File: src/hw/rtl/tun_pkg.sv
// Package with the widths, stage counts and the cross-product type of the unit normal block.
`default_nettype none
package tun_pkg;
    localparam int CoordW   = 24;
    localparam int EdgeW    = 25;
    localparam int ProdW    = 50;
    localparam int CrossW   = 50;
    localparam int MagW     = 49;
    localparam int GrpW     = 7;
    localparam int NumGrp   = 7;
    localparam int GposW    = 3;
    localparam int LenW     = 6;
    localparam int NormW    = 31;
    localparam int NormLsb  = MagW - NormW;
    localparam int SqrW     = 2 * NormW;
    localparam int SumW     = 64;
    localparam int RootW    = 32;
    localparam int SqSteps  = 32;
    localparam int SqRemW   = 36;
    localparam int OneShift = 30;
    localparam int QW       = 31;
    localparam int DivSteps = 31;
    localparam int NumW     = 1 + NormW + OneShift;
    localparam int OutW     = 32;
    localparam int PreStages  = 5;
    localparam int BackStages = PreStages + (SqSteps + 1) + (DivSteps + 1) + 1;

    typedef struct packed {
        logic [2:0][CrossW-1:0] n;
        logic                   deg;
    } cross_t;
endpackage
`default_nettype wire

File: src/hw/rtl/tun_queue.sv
// Small first-in first-out queue of cross products between front and back end.
`default_nettype none
module tun_queue #(
    parameter int DEPTH = 4
) (
    input  wire logic            clk,
    input  wire logic            rst_n,
    input  wire logic            in_valid,
    output logic                 in_ready,
    input  wire tun_pkg::cross_t in_data,
    output logic                 out_valid,
    input  wire logic            out_ready,
    output tun_pkg::cross_t      out_data
);
    import tun_pkg::*;

    localparam int AW = (DEPTH > 1) ? $clog2(DEPTH) : 1;
    localparam int CW = $clog2(DEPTH + 1);

    cross_t          mem_reg [DEPTH];
    logic [AW-1:0]   wr_ptr_reg;
    logic [AW-1:0]   rd_ptr_reg;
    logic [CW-1:0]   count_reg;
    logic            push;
    logic            pop;

    assign in_ready  = (count_reg != CW'(DEPTH));
    assign out_valid = (count_reg != '0);
    assign out_data  = mem_reg[rd_ptr_reg];
    assign push      = in_valid && in_ready;
    assign pop       = out_valid && out_ready;

    always_ff @(posedge clk or negedge rst_n)
    begin
        if (!rst_n)
        begin
            wr_ptr_reg <= '0;
            rd_ptr_reg <= '0;
            count_reg  <= '0;
        end
        else
        begin
            if (push)
            begin
                wr_ptr_reg <= (wr_ptr_reg == AW'(DEPTH - 1)) ? '0 : wr_ptr_reg + 1'b1;
            end
            if (pop)
            begin
                rd_ptr_reg <= (rd_ptr_reg == AW'(DEPTH - 1)) ? '0 : rd_ptr_reg + 1'b1;
            end
            if (push && !pop)
            begin
                count_reg <= count_reg + 1'b1;
            end
            else if (pop && !push)
            begin
                count_reg <= count_reg - 1'b1;
            end
        end
    end

    always_ff @(posedge clk)
    begin
        if (push)
        begin
            mem_reg[wr_ptr_reg] <= in_data;
        end
    end
endmodule
`default_nettype wire

File: config.mk
export PLATFORM = sky130hd
export DESIGN_NAME = tun_queue
export DESIGN_NICKNAME = d
export VERILOG_FILES = /design/src/hw/rtl/tun_pkg.sv /design/src/hw/rtl/tun_queue.sv
export SDC_FILE = /design/constraint.sdc
export NUM_CORES = 1
export LEC_CHECK = 0
export CORE_MARGIN = 2
export CORE_UTILIZATION = 62
export DETAILED_ROUTE_END_ITERATION = 8
export DONT_BUFFER_PORTS = 1
export PLACE_DENSITY = 0.75
export SLEW_MARGIN = 20
export SYNTH_ARGS = -nofsm -noshare
export SYNTH_HDL_FRONTEND = slang
export SYNTH_SLANG_ARGS = --single-unit
File: constraint.sdc
create_clock -name clk -period 4.1 [get_ports clk]
set_input_delay 0.82 -clock clk [delete_from_list [all_inputs] [get_ports clk]]
set_output_delay 0.82 -clock clk [all_outputs]
set_load 0.03 [all_outputs]
-- Word level (Yosys, flattened, before mapping)
Memories as Yosys holds them, arrays and structs flattened.
Cells that the tools add are included.
- word-level logic and storage cells: 25
- memories kept: 1
- output and inout bits: 153
- register bits: 7
- memory bits (writable): 604
- bits of input ports: 155
- reductions and logical operators: 8
- equal/unequal tests: 3
- add/subtract/negate cells: 4
- mux-type cells: 6
- memory list (name ; words ; bits a word ; rd ports ; clocked after memory_dff ; write ports ; line ; RTL):
    mem_reg ; 4 ; 151 ; 1 ; 0 ; 1 ; tun_queue.sv:20 ; cross_t mem_reg [DEPTH];
- operator list (operator ; count):
    2-to-1 mux 3 bit ; 2
    adder 2 x 1 -> 2 bit, second input constant ; 2
    equality test 2 bit, second input constant ; 2
    logical AND 1 bit ; 4
    2-to-1 mux 2 bit ; 2
    adder 3 x 1 -> 3 bit, second input constant ; 1
    != test 3 bit, second input constant ; 1
    nonzero test 3 bit ; 1
    subtractor 3 x 1 -> 3 bit, second input constant ; 1
    logical NOT 1 bit ; 2
    2-to-1 mux 1 bit ; 2
    nonzero test 2 bit ; 1

-- Logic depth before layout (Yosys ltp)
- word-level depth: 6
- mapped depth: 8
- depth with buffers taken out: 8

-- Worst setup path after synthesis
No wires, ideal clock.
- kind: input to register
- start: input port in_valid
- end: memory mem_reg[3][0] in the netlist's numbering (enable)
- data required time: 3656 ps
- path buffers: 0
- library setup time: 444 ps
- cell stages on the path: 1
- setup slack: 970 ps
- data arrival time: 2686 ps
- path through: and3_2
- cells in the longest elaborated chain, start to end: 3
- RTL lines (item ; line ; RTL):
    from (decl) ; tun_queue.sv:8 ; input wire logic in_valid,
    logical AND 1 bit ; tun_queue.sv:30 ; assign push = in_valid && in_ready;
    2-to-1 mux 1 bit ; tun_queue.sv:64 ; if (push)
    2-to-1 mux 1 bit (implied by the code) ; tun_queue.sv:66 ; mem_reg[wr_ptr_reg] <= in_data;
    to (decl) ; tun_queue.sv:20 ;
No other way between the ends.

==> out/results.ini <==
[yosys]
synth-main-ff-cell = edfxtp_1
yosysTopAreaCellShare_pct = 81.7
ys_seq_elements = 611
synth.area.top_cells = edfxtp_1, mux4_2, dfrtp_1
synth-edff-count = 604
yosys_warnings = 0
synthCells = 825
avgSynthCellArea_um2 = 26.9
async_flop_share_pct = 1.15
synth_nets = 987
ys_types = 19
netlist_area_um2 = 22200
yosysSeqAreaShare_pct = 82.5
yosys.area.top_type = edfxtp_1

[min_path]
hold_path.startpoint = in_data[0]
holdPathStages = 0
holdPathEnd = mem_reg[2][0]
hold_path_class = in2reg

[die]
initial_core_util_pct = 62.7
num_rows = 69
core-area_um2 = 35400
ios = 308
die_y_um = 193
die_area_um2 = 37300
die_x_um = 193

[placed_design]
dp_worst_setup_slack_ns = 1.48
place.gp.congestion = 0.781
hpwl_um = 24100
place_area_um2 = 22800
numPortBuffers = 0
dp_cells = 1267

[sta]
finClkSkew_ns = 0.0213
timing.fmax_mhz = 309
setup_ws_ns = 0.859
worstMarginPinSlew_ns = 0.857
min_period_over_period_pct = 79.1
setup_violations = 0
tns_ns = 0
finalHoldViolCount = 0
rsz0062_at_grt = false
finalMaxSlewViolations = 0
period_minus_slack_ns = 3.24
slew_headroom_pct = 42.8

[finish]
drive_above_1_share_pct = 28.1
diodes = 0
design_area_um2 = 24700
fin_cells = 1371
layout.filler_cells = 1963
final_nets = 1027
largest_register_ffs = 604
final_cell_mix = edfxtp_1, mux4_2, clkbuf_16, clkbuf_1, clkinv_1
syn_to_final_growth_pct = 11.2
layout_commonest_cell = edfxtp_1

[route]
vias_per_cell = 6.39
wire_per_inst_um = 29.2
routed_wl_um = 40100
num_vias = 8765
ant_nets = 0
drtIter0Drc = 807
route.detailed.drc = 0
first_pass_iters = 4

[global_routing]
first_global_vias = 9514
overflow = 0
antenna_found_initial = 0
grt_max_degree = 83
grt_pass1_wl_um = 60600
globalRouteTotalUtil_pct = 21.9

[clocking]
post_cts_buffers = 0
cts_tree = done
cts_buffers = 56
cts-root-buf = clkbuf_16
clock_sinks = 611
cts_max_level = 2
clk_latency_ns = 0.59
clkTransAtPathRegs_ns = 0.07
clk_path_buf_depth = 3

[pwr]
total_power_mw = 19.9
irDropWorstVdd_mv = 0.570
leakage_nw = 7.72
p_per_area_nw_per_um2 = 808

[status]
status = finished, final reports clean

[setup_path]
critPathKind = reg2out
worst_setup_path_end_kind = output port
worst_setup_path_start_kind = flop
reg2regPathDepth = 8
ff2ff_setup_slack_ns = 1.69
arrival_ns = 2.42
reg2reg_from = count_reg[1]
cp_max_fo = 47
worstPathRequired_ns = 3.28
r2r-end = count_reg[2]

[flow_run]
maxCapViolations = 0

synth_stat cells (3+ instances only):
cell type    n
nor2_1       3
and3_2       4
mux4_2     151
ha_1         6
mux2_2       3
edfxtp_1   604
buf_6        9
buf_2       18
clkbuf_1     7
dfrtp_1      7
inv_1        3
power by group:
| group | switching (mW) | leakage [nW] | internal [mW] |
|---|---|---|---|
| combinational | 4.17 | 1.21 | 1.90 |
| sequential | 0.416 | 5.61 | 8.26 |
| clock | 2.08 | 0.901 | 3.11 |
through the flow:
stage	utilization (%)	hold WS, ns
5_1_grt	69.7	0.297
3_3_place_gp	64.4	0.473
3_5_place_dp	64.4	0.475
4_1_cts	69.7	0.289
6_report	69.7	0.317
2_1_floorplan	-	0.447
critical path, cell delays in order, from the launching register on:
cell and delay [ns]:
dfrtp_4 0.90, buf_4 0.42, mux4_2 0.48
routing by layer:
metal	share of wire [%]	GRT usage, %
met3	9.5	7.64
met4	3.6	8.99
met2	52	36.0
met1	35	26.9
met5	0	0
how the worst max path moves through the flow:
stage,from,endpoint,slack (ns),depth (start not counted)
after floorplan,in_valid,mem_reg[3][0],0.97,1
after global placement,rd_ptr_reg[1],out_data[115],1.52,2
after detailed placement,rd_ptr_reg[1],out_data[41],1.48,2
after CTS,rd_ptr_reg[1],out_data[41],0.84,2
after global routing,rd_ptr_reg[1],out_data[24],0.79,2
final,rd_ptr_reg[1],out_data[41],0.86,2
repair_timing:
item | in CTS | in global routing
hold buffers | 1 | 0
hold endpoints to repair | 7 | 0
gates resized for setup | 0 | 0
area by class of cell:
type	count	area (um2)	share of cell area, %
clock buffer	72	1480	6.01
tap	461	577	2.34
clock inverter	31	382	1.55
inverter	3	11.3	0.0456
multi-input combinational	177	3670	14.9
timing repair buffer	16	235	0.953
sequential	611	18300	74.2
logic make-up (layout without fill, tap and decap cells):
logic type | after synthesis | count (layout) | share of synthesized area (%)
buffers and inverters | 37 | 122 | 1.03
multiplexers | 156 | 156 | 15.6
flip-flops | 611 | 611 | 82.5
AND/OR/NAND/NOR | 11 | 11 | 0.327
adder cells (fa/ha/maj) | 7 | 7 | 0.428
XOR/XNOR | 3 | 3 | 0.118
Power figures use the tool's default switching activity.
